**src/hw/rtl/plst_pkg.sv**
```systemverilog
// Shared types, codes and microprogram of the positional list store.
package plst_pkg;

    localparam int CAPACITY_DEF = 256;
    localparam int POS_W        = 16;
    localparam int VAL_W        = 32;
    localparam int COUNT_OUT_W  = 9;
    localparam int BIT_CNT_W    = $clog2(POS_W);

    // Operation codes
    localparam logic [1:0] OP_INSERT = 2'd0;
    localparam logic [1:0] OP_REMOVE = 2'd1;
    localparam logic [1:0] OP_PEEK   = 2'd2;

    // Status codes
    localparam logic [1:0] ST_OK    = 2'd0;
    localparam logic [1:0] ST_EMPTY = 2'd1;
    localparam logic [1:0] ST_FULL  = 2'd2;

    typedef logic [3:0] step_t;

    // Microprogram addresses
    localparam step_t S_IDLE     = 4'd0;
    localparam step_t S_CHECK_OP = 4'd1;
    localparam step_t S_PREP     = 4'd2;
    localparam step_t S_DIV      = 4'd3;
    localparam step_t S_WRAP     = 4'd4;
    localparam step_t S_RD_ISSUE = 4'd5;
    localparam step_t S_RD_TAKE  = 4'd6;
    localparam step_t S_RM_READ  = 4'd7;
    localparam step_t S_RM_WRITE = 4'd8;
    localparam step_t S_RM_END   = 4'd9;
    localparam step_t S_IN_READ  = 4'd10;
    localparam step_t S_IN_WRITE = 4'd11;
    localparam step_t S_IN_PUT   = 4'd12;
    localparam step_t S_RESULT   = 4'd15;

    typedef enum logic [3:0] {
        D_NOP,
        D_LOAD,
        D_PREP,
        D_DIV,
        D_WRAP,
        D_RD_IDX,
        D_TAKE,
        D_RD_NEXT,
        D_WR_DOWN,
        D_RD_PREV,
        D_WR_UP,
        D_PUT,
        D_DEC,
        D_RESULT
    } dp_op_t;

    typedef enum logic [3:0] {
        C_NEXT,
        C_ALWAYS,
        C_NO_INPUT,
        C_OP_BAD,
        C_REFUSE,
        C_DIV_MORE,
        C_INSERT,
        C_PEEK,
        C_RM_DONE,
        C_INS_DONE,
        C_OUT_BUSY
    } cond_t;

    typedef struct packed {
        dp_op_t dp;
        cond_t  cond;
        step_t  target;
    } uword_t;

    typedef struct packed {
        logic no_input;
        logic op_bad;
        logic refuse;
        logic div_more;
        logic is_insert;
        logic is_peek;
        logic rm_done;
        logic ins_done;
        logic out_busy;
    } dp_flags_t;

    // Control store: one word per step, jump to target when cond holds.
    // The result step sits at the top address so that falling through
    // wraps back to dispatch.
    function automatic uword_t ucode_rom(input step_t addr);
        uword_t w;
        unique case (addr)
            S_IDLE:     w = '{D_LOAD,    C_NO_INPUT, S_IDLE};
            S_CHECK_OP: w = '{D_NOP,     C_OP_BAD,   S_RESULT};
            S_PREP:     w = '{D_PREP,    C_REFUSE,   S_RESULT};
            S_DIV:      w = '{D_DIV,     C_DIV_MORE, S_DIV};
            S_WRAP:     w = '{D_WRAP,    C_INSERT,   S_IN_READ};
            S_RD_ISSUE: w = '{D_RD_IDX,  C_NEXT,     S_IDLE};
            S_RD_TAKE:  w = '{D_TAKE,    C_PEEK,     S_RESULT};
            S_RM_READ:  w = '{D_RD_NEXT, C_RM_DONE,  S_RM_END};
            S_RM_WRITE: w = '{D_WR_DOWN, C_ALWAYS,   S_RM_READ};
            S_RM_END:   w = '{D_DEC,     C_ALWAYS,   S_RESULT};
            S_IN_READ:  w = '{D_RD_PREV, C_INS_DONE, S_IN_PUT};
            S_IN_WRITE: w = '{D_WR_UP,   C_ALWAYS,   S_IN_READ};
            S_IN_PUT:   w = '{D_PUT,     C_ALWAYS,   S_RESULT};
            S_RESULT:   w = '{D_RESULT,  C_OUT_BUSY, S_RESULT};
            default:    w = '{D_NOP,     C_ALWAYS,   S_IDLE};
        endcase
        return w;
    endfunction

endpackage

```
**src/hw/rtl/plst_useq.sv**
```systemverilog
// Microsequencer: step counter, control store and jump logic.
module plst_useq (
    input  logic               clk,
    input  logic               rst_n,
    input  plst_pkg::dp_flags_t flags,
    output plst_pkg::dp_op_t   dp_op
);
    import plst_pkg::*;

    step_t  upc_reg;
    step_t  upc_next;
    uword_t word;
    logic   taken;

    assign word  = ucode_rom(upc_reg);
    assign dp_op = word.dp;

    always_comb
    begin
        unique case (word.cond)
            C_NEXT:     taken = 1'b0;
            C_ALWAYS:   taken = 1'b1;
            C_NO_INPUT: taken = flags.no_input;
            C_OP_BAD:   taken = flags.op_bad;
            C_REFUSE:   taken = flags.refuse;
            C_DIV_MORE: taken = flags.div_more;
            C_INSERT:   taken = flags.is_insert;
            C_PEEK:     taken = flags.is_peek;
            C_RM_DONE:  taken = flags.rm_done;
            C_INS_DONE: taken = flags.ins_done;
            C_OUT_BUSY: taken = flags.out_busy;
            default:    taken = 1'b0;
        endcase
        upc_next = taken ? word.target : step_t'(upc_reg + 4'd1);
    end

    always_ff @(posedge clk or negedge rst_n)
    begin
        if (!rst_n)
        begin
            upc_reg <= S_IDLE;
        end
        else
        begin
            upc_reg <= upc_next;
        end
    end

endmodule

```
**config.mk**
```make
export PLATFORM = sky130hd
export DESIGN_NAME = plst_useq
export DESIGN_NICKNAME = d
export VERILOG_FILES = /design/src/hw/rtl/plst_pkg.sv /design/src/hw/rtl/plst_useq.sv
export SDC_FILE = /design/constraint.sdc
export NUM_CORES = 1
export LEC_CHECK = 0
export ABC_AREA = 0
export BUFFER_PORTS_ARGS = -buffer_cell sky130_fd_sc_hd__buf_4
export CAP_MARGIN = 20
export CORE_MARGIN = 4
export CORE_UTILIZATION = 53
export CTS_CLUSTER_SIZE = 16
export DETAILED_ROUTE_END_ITERATION = 7
export GPL_ROUTABILITY_DRIVEN = 0
export PLACE_DENSITY_LB_ADDON = 0.1
export SLEW_MARGIN = 20
export SYNTH_ARGS = -nofsm -noshare
export SYNTH_HDL_FRONTEND = slang
export SYNTH_SLANG_ARGS = --single-unit
```
**constraint.sdc**
```tcl
create_clock -name clk -period 2.8 [get_ports clk]
set_input_delay 0.14 -clock clk [delete_from_list [all_inputs] [get_ports clk]]
set_output_delay 0.14 -clock clk [all_outputs]
set_load 0.02 [all_outputs]
```
==> results of run 1 <==
[cell families (layout without fill, tap and decap cells)]
family          after synthesis  count (layout)  share of synthesized area
mux                           6               6                     0.0938
xor+xnor                      2               2                     0.0248
buf+inv                      14              31                     0.0885
fa+ha+maj                     8               8                      0.142
simple gates                 23              23                      0.170
flops                         4               4                      0.142
compound gates               34              34                      0.340
[critical path, delay by kind of cell (launching register included)]
kind | cells | cell delay (ns)
flops | 1 | 0.48
fa+ha+maj | 1 | 0.30
mux | 1 | 0.34
buf+inv | 1 | 0.10
simple gates | 2 | 0.83
compound gates | 3 | 0.45
[stage by stage]
stage / hold WS [ns] / setup slack [ns] / cells
detailed placement: -0.0619 / 0.188 / 118
finish: 0.238 / 0.169 / 122
CTS: 0.227 / 0.186 / 122
floorplan: -0.156 / 0.287 / 91
global placement: -0.0633 / 0.260 / 118
global route: 0.240 / 0.0114 / 122
[final timing paths]
| kind | end | slack (ns) |
|---|---|---|
| min in group clk | upc_reg[3] | 0.49 |
| worst min-delay path | upc_reg[1] | 0.24 |
| worst min register to register | upc_reg[0] | 0.64 |
| max in group asynchronous | upc_reg[2] | 2.46 |
| worst max-delay path | upc_reg[1] | 0.17 |
| worst max register to register | upc_reg[1] | 0.17 |
[layout make-up]
| type | instances | area (um^2) | share of cell area |
|---|---|---|---|
| clock buffer | 3 | 22.5 | 0.0260 |
| timing repair buffer | 20 | 153 | 0.176 |
| tap | 14 | 17.5 | 0.0202 |
| sequential | 4 | 100 | 0.115 |
| multi-input combinational | 73 | 544 | 0.628 |
| inverter | 8 | 30.0 | 0.0346 |
[per-layer routing]
| metal | vias to the layer above | routed length [um] | GRT usage | share of wire |
|---|---|---|---|---|
| li1 | 373 | - | - | - |
| met1 | 337 | 832 | 0.285 | 0.45 |
| met2 | 28 | 866 | 0.312 | 0.47 |
| met3 | 0 | 137 | 0.0488 | 0.075 |
| met4 | 0 | 0 | 0.0964 | 0 |
| met5 | - | 0 | 0 | 0 |
[cell usage in the layout (no fill, tap or decap), types with 3 or more instances in the layout]
cell type  synthesis  final
a211oi_1           4      4
o21ai_0            5      5
a31oi_1            3      3
ha_1               8      8
mux2i_1            4      4
a21oi_1            8      8
inv_1              7      7
nand2_1            5      5
buf_4              2     19
nor2_1             5      5
dfrtp_1            4      4
clkbuf_4           0      3
==> flow_summary.json, run 1 <==
{
  "synth_cells": 91,
  "antenna_cells": 0,
  "cp_max_fo": 7,
  "slowest_delay_ns": 0.65,
  "hp-class": "in -> async",
  "syn_to_final_growth_pct": 22.7,
  "cts_tree": "done",
  "final_hold_viol_count": 0,
  "ctsResizeCount": 0,
  "insertion_delay_ns": 0.23,
  "worstPathRequired_ns": 2.91,
  "fill_cells": 102,
  "grt_pass1_wl_mm": 3.15,
  "final_cell_area_um2": 867,
  "cp-end-kind": "flop",
  "yosys.area.top_type": "dfrtp_1",
  "syn_nets": 110,
  "cts-buffers-inserted": 3,
  "fin_setup_tns_ns": 0,
  "numPortBuffers": 14,
  "synthArstFlopShare": 1.00,
  "grt_antenna_before_repair": 0,
  "fin_util": 0.731,
  "r2r-start": "upc_reg[0]",
  "status": "completed",
  "dieArea_um2": 1980,
  "viasPerCell": 6.05,
  "yosys-top-cells-count": "8 x a21oi_1, 8 x ha_1, 7 x inv_1",
  "worst_path_max_delay_cell": "or4_1",
  "grt_max_degree": 19,
  "period_share": 0.940,
  "first_pass_iters": 4,
  "synth_top_area_frac": 0.142,
  "netlist_area_um2": 707,
  "rsz0062_at_grt": "no",
  "r2r_cells": 8,
  "fmaxAchievable_ghz": 0.380,
  "path_cells": "inv_1 -> ha_1 -> nand2_1 -> o32ai_2 -> a221oi_2 -> a21oi_1 -> or4_1 -> mux2_4",
  "drive_above_1_share": 0.259,
  "drcViolationCount": 0,
  "worstSetupStartpointType": "flop",
  "largest_reg_flops": 4,
  "synth.distinct_cells": 41,
  "min_period_ns": 2.63,
  "grt_overflow_total": 0,
  "h-tree-depth": 1,
  "clockBufferDepth": 2,
  "yosys_warnings": 0,
  "maxCapViolCount": 0,
  "die_h_um": 44.5,
  "path_clk_slew_ns": 0.04,
  "clock_skew_ns": 0.00617,
  "synth-main-ff-cell": "dfrtp_1",
  "grtUsageTotal": 0.211,
  "cts-hold-fix-buffers": 1,
  "cts_setup_buffers": 0,
  "fp.dieW_um": 44.5,
  "setup_viol": 0,
  "critPathKind": "reg -> reg",
  "num_io_pins": 15,
  "dpl.hpwl_mm": 1.40,
  "start_util": 0.596,
  "synth_edf_count": 0,
  "avgRoutedWirePerCell_um": 15.0,
  "yosys_register_bits": 4,
  "first_global_vias": 719,
  "slew_headroom": 0.631,
  "tightest_slew_ns": 0.554,
  "synth.area.top_cells": "dfrtp_1 14%, ha_1 14%, a21oi_1 5.7%, mux2i_1 5.7%, a211oi_1 4.2%",
  "ant_nets": 0,
  "crit_start": "upc_reg[0]",
  "fp.coreArea_um2": 1190,
  "rows": 12,
  "nNetsFinal": 129,
  "cts_root_buf": "clkbuf_4",
  "synth-seq-area-share": 0.142,
  "vias": 738,
  "dpl_cell_area_um2": 835,
  "first_iter_violations": 19,
  "wl_mm": 1.84,
  "clock_sinks": 4,
  "finalMaxSlewViolations": 0,
  "arrival_ns": 2.75,
  "avgSynthCellArea_um2": 7.77
}
Power of run 1 is not shown: default switching activity piles up to over one toggle a cycle in this logic, so the estimate is an artifact.
==> run 2, diff against run 1 <==
--- a/config.mk
+++ b/config.mk
@@ -5,13 +5,13 @@
 export SDC_FILE = /design/constraint.sdc
 export NUM_CORES = 1
 export LEC_CHECK = 0
-export ABC_AREA = 0
-export BUFFER_PORTS_ARGS = -buffer_cell sky130_fd_sc_hd__buf_4
+export ABC_AREA = 1
 export CAP_MARGIN = 20
 export CORE_MARGIN = 4
-export CORE_UTILIZATION = 53
+export CORE_UTILIZATION = 40
 export CTS_CLUSTER_SIZE = 16
 export DETAILED_ROUTE_END_ITERATION = 7
+export DONT_BUFFER_PORTS = 1
 export GPL_ROUTABILITY_DRIVEN = 0
 export PLACE_DENSITY_LB_ADDON = 0.1
 export SLEW_MARGIN = 20
==> flow_summary.json, run 2 <==
{
  "worst_slack_ns": 0.632,
  "first_global_vias": 710,
  "grtUsageTotal": 0.144,
  "period_share": 0.774,
  "largest_reg_flops": 4,
  "slew_headroom": 0.563,
  "dieArea_um2": 2830,
  "ant_nets": 0,
  "yosys_warnings": 0,
  "finalMaxSlewViolations": 0,
  "grt_pass1_wl_mm": 3.15,
  "avgRoutedWirePerCell_um": 12.0,
  "die_h_um": 53.2,
  "fin_setup_tns_ns": 0,
  "ctsResizeCount": 0,
  "cts_setup_buffers": 0,
  "fill_cells": 198,
  "avgSynthCellArea_um2": 6.81,
  "status": "completed",
  "yosys.area.top_type": "nand2_1",
  "num_io_pins": 15,
  "grt_antenna_before_repair": 0,
  "critPathKind": "reg -> out",
  "synth-main-ff-cell": "dfrtp_1",
  "worstPathRequired_ns": 2.66,
  "dpl.hpwl_mm": 1.47,
  "viasPerCell": 5.27,
  "drcViolationCount": 0,
  "synthArstFlopShare": 1.00,
  "yosys_register_bits": 4,
  "insertion_delay_ns": 0.24,
  "fp.dieW_um": 53.2,
  "pre_cts_ws_ns": 0.829,
  "multi_input_comb_area_um2": 613,
  "rows": 16,
  "maxCapViolCount": 0,
  "layout.cells.non_filler": 147,
  "cts_root_buf": "clkbuf_4",
  "fmaxAchievable_ghz": 0.461,
  "syn_to_final_growth_pct": 2.60,
  "nNetsFinal": 141,
  "dp.cells": 143,
  "first_iter_violations": 15,
  "cts-hold-fix-buffers": 1,
  "area.sequential_um2": 100,
  "endpoint": "dp_op[0]",
  "syn_nets": 139,
  "vias": 775,
  "yosys-top-cells-count": "28 x nand2_1, 14 x nand2_2, 12 x nand3_1",
  "cp_max_fo": 8,
  "clock_skew_ns": 0.00524,
  "clock_sinks": 4,
  "reg2reg_slack_ns": 0.82,
  "r2r-end": "upc_reg[3]",
  "mostFrequentLayoutCells": "28 x nand2_1, 14 x nand2_2, 12 x nand3_1",
  "start_util": 0.421,
  "fp.coreArea_um2": 1940,
  "min_period_ns": 2.17,
  "clockBufferDepth": 2,
  "grt_max_degree": 13,
  "drive_above_1_share": 0.283,
  "synth.distinct_cells": 24,
  "final_common_cell": "nand2_1",
  "rsz0062_at_grt": "no",
  "cts-buffers-inserted": 3,
  "synth_top_area_frac": 0.129,
  "synth_cells": 120,
  "r2r-start": "upc_reg[1]",
  "hp-class": "in -> async",
  "synth_most_common_cell": "nand2_1",
  "final_hold_viol_count": 0,
  "synth-seq-area-share": 0.123,
  "synth_edf_count": 0,
  "antenna_cells": 0,
  "arrival_ns": 2.03,
  "numPortBuffers": 0,
  "cp-end-kind": "output pin",
  "h-tree-depth": 1,
  "cts_tree": "done",
  "netlist_area_um2": 817,
  "setup_viol": 0,
  "wl_mm": 1.76,
  "grt_overflow_total": 0,
  "crit_start": "upc_reg[1]",
  "path_clk_slew_ns": 0.04,
  "worstSetupStartpointType": "flop",
  "synth.area.top_cells": "nand2_1 13%, dfrtp_1 12%, ha_1 12%, nand2_2 11%, nand3_1 7.4%",
  "r2r_cells": 9,
  "first_pass_iters": 4,
  "tightest_slew_ns": 0.648
}
-- run 2: cell count changes after synthesis, sizes merged, moves of 4 or more --
cell / change
nand2: +39
a21oi: -4
inv: +7
mux2i: -4
nand3: +17
a211oi: -4
-- run 2: layout make-up --
cell class	count	share of cell area
Sequential cell	4	0.119
Inverter	15	0.0701
Clock buffer	3	0.0269
Multi-Input combinational cell	97	0.731
Tap cell	27	0.0403
Timing Repair Buffer	1	0.0119
-- run 2: layer usage --
metal,vias up,routed length (um),global-route usage
met5,-,0,0
met4,0,30,0.0255
met3,5,124,0.0254
met2,27,818,0.240
met1,354,786,0.195
li1,389,-,-
-- run 2: critical path: stages (launching register included) --
cell     delay [ns]
dfrtp_1        0.45
inv_1          0.25
ha_1           0.33
nand2_1        0.09
nand2_1        0.11
o21ai_0        0.57
-- run 2: kinds of logic (layout without fill, tap and decap cells) --
group	count (synthesis)	count (layout)	share of synthesized area
xor gates and xnor gates	1	1	0.0107
AOI/OAI and AO/OA	15	15	0.116
buffers and inverters	19	19	0.127
DFF	4	4	0.123
and+or+nand+nor	73	73	0.501
adders and majority gates	8	8	0.123
-- run 2: how the worst min path moves through the flow --
stage / to / slack (ns) / cells after the start
2_1_floorplan: upc_reg[0] / -0.16 / 0
3_5_place_dp: upc_reg[3] / -0.16 / 0
5_1_grt: upc_reg[3] / 0.20 / 1
6_report: upc_reg[2] / 0.18 / 1
3_3_place_gp: upc_reg[3] / -0.16 / 0
4_1_cts: upc_reg[2] / 0.18 / 1
-- run 2: through the flow --
| stage | instance area (um^2) | utilization | hold WS [ns] |
|---|---|---|---|
| after floorplan | 817 | - | -0.156 |
| after global placement | 806 | 0.415 | -0.155 |
| after detailed placement | 806 | 0.415 | -0.155 |
| after CTS | 838 | 0.432 | 0.184 |
| after global routing | 838 | 0.432 | 0.197 |
| final | 838 | 0.432 | 0.176 |
Power of run 2 is left out for the same reason.
==> run 3, diff against run 2 <==
==> constraint.sdc (replaced) <==
create_clock -name clk -period 2.2 [get_ports clk]
set_input_delay 0.11 -clock clk [delete_from_list [all_inputs] [get_ports clk]]
set_output_delay 0.11 -clock clk [all_outputs]
set_load 0.02 [all_outputs]
==> flow_summary.json, run 3 (synthesis gave the netlist of run 2 again) <==
{
  "dpl.hpwl_mm": 1.51,
  "nNetsFinal": 144,
  "start_util": 0.421,
  "avgRoutedWirePerCell_um": 12.1,
  "grt_antenna_before_repair": 0,
  "vias": 736,
  "insertion_delay_ns": 0.23,
  "dpl_cell_area_um2": 828,
  "h-tree-depth": 1,
  "grt_overflow_total": 0,
  "syn_to_final_growth_pct": 5.36,
  "cp-end-kind": "flop",
  "viasPerCell": 4.91,
  "fp.dieW_um": 53.2,
  "cts_root_buf": "clkbuf_4",
  "min_period_ns": 1.91,
  "mostFrequentLayoutCells": "28 x nand2_1, 14 x nand2_2, 12 x nand3_1",
  "cts_setup_buffers": 0,
  "fp.coreArea_um2": 1940,
  "cts_tree": "done",
  "largest_reg_flops": 4,
  "setup_viol": 0,
  "ant_nets": 0,
  "clock_sinks": 4,
  "drive_above_1_share": 0.301,
  "rsz0062_at_grt": "no",
  "num_io_pins": 15,
  "clockBufferDepth": 2,
  "fin_setup_tns_ns": 0,
  "wl_mm": 1.81,
  "worstSetupStartpointType": "flop",
  "worstPathRequired_ns": 2.36,
  "tightest_slew_ns": 0.416,
  "rows": 16,
  "cts-hold-fix-buffers": 1,
  "finalMaxSlewViolations": 0,
  "first_iter_violations": 8,
  "maxCapViolCount": 0,
  "dieArea_um2": 2830,
  "first_global_vias": 714,
  "die_h_um": 53.2,
  "status": "completed",
  "grtUsageTotal": 0.148,
  "ctsResizeCount": 0,
  "hp-class": "in -> async",
  "cp_max_fo": 7,
  "first_pass_iters": 4,
  "grt_pass1_wl_mm": 3.15,
  "clock_skew_ns": 0.00393,
  "final_hold_viol_count": 0,
  "grt_max_degree": 13,
  "path_clk_slew_ns": 0.04,
  "final_common_cell": "nand2_1",
  "antenna_cells": 0,
  "cts-buffers-inserted": 3,
  "numPortBuffers": 0,
  "critPathKind": "reg -> reg",
  "arrival_ns": 2.07,
  "drcViolationCount": 0,
  "fmaxAchievable_ghz": 0.525,
  "slew_headroom": 0.723,
  "final_cell_area_um2": 861,
  "period_share": 0.866
}
-- run 3: changes by cell type in the layout (fill, tap and decap cells not counted), sizes merged --
cell and delta:
buf +3
-- run 3: final cells by class --
type                            instances  area (um^2)
Tap cell                               27         33.8
Sequential cell                         4          100
Timing Repair Buffer                    4         32.5
Clock buffer                            3         22.5
Inverter                               15         58.8
Multi-Input combinational cell         97          613
Fill cell                             216         1080
-- run 3: stage by stage --
stage                      util  hold slack [ns]  instances  worst slack (ns)
after CTS                 0.443            0.157        150             0.287
final                     0.443            0.152        150             0.295
after global placement    0.427           -0.186        146             0.268
after detailed placement  0.427           -0.186        146             0.293
after global routing      0.443            0.159        150            0.0739
after floorplan               -           -0.186        120             0.554
-- run 3: worst max-delay path: stages, from the launching register on --
cell      delay, ns
dfrtp_1        0.52
inv_2          0.14
ha_1           0.36
nand2_1        0.08
nand2_1        0.08
inv_1          0.22
o21ai_0        0.13
nand2_1        0.08
inv_1          0.03
o21bai_1       0.14
nand2_1        0.06
-- run 3: worst paths after layout --
kind | from | cells past startpoint | slack (ns) | endpoint
worst max-delay path | upc_reg[0] | 10 | 0.29 | upc_reg[0]
worst min-delay path | rst_n | 1 | 0.15 | upc_reg[3]
worst max register to register | upc_reg[0] | 10 | 0.29 | upc_reg[0]
worst min register to register | upc_reg[0] | 3 | 0.85 | upc_reg[0]
max in group asynchronous | rst_n | 1 | 1.88 | upc_reg[0]
min in group clk | flags[3] | 6 | 0.27 | upc_reg[2]
-- run 3: metal layers --
layer  vias up  share of wire  global-route usage
met4         0              0                   0
met1       323           0.43               0.186
met3         0          0.055              0.0310
met5         -              0                   0
li1        395              -                   -
met2        18           0.51               0.273
Power of run 3 is left out for the same reason.
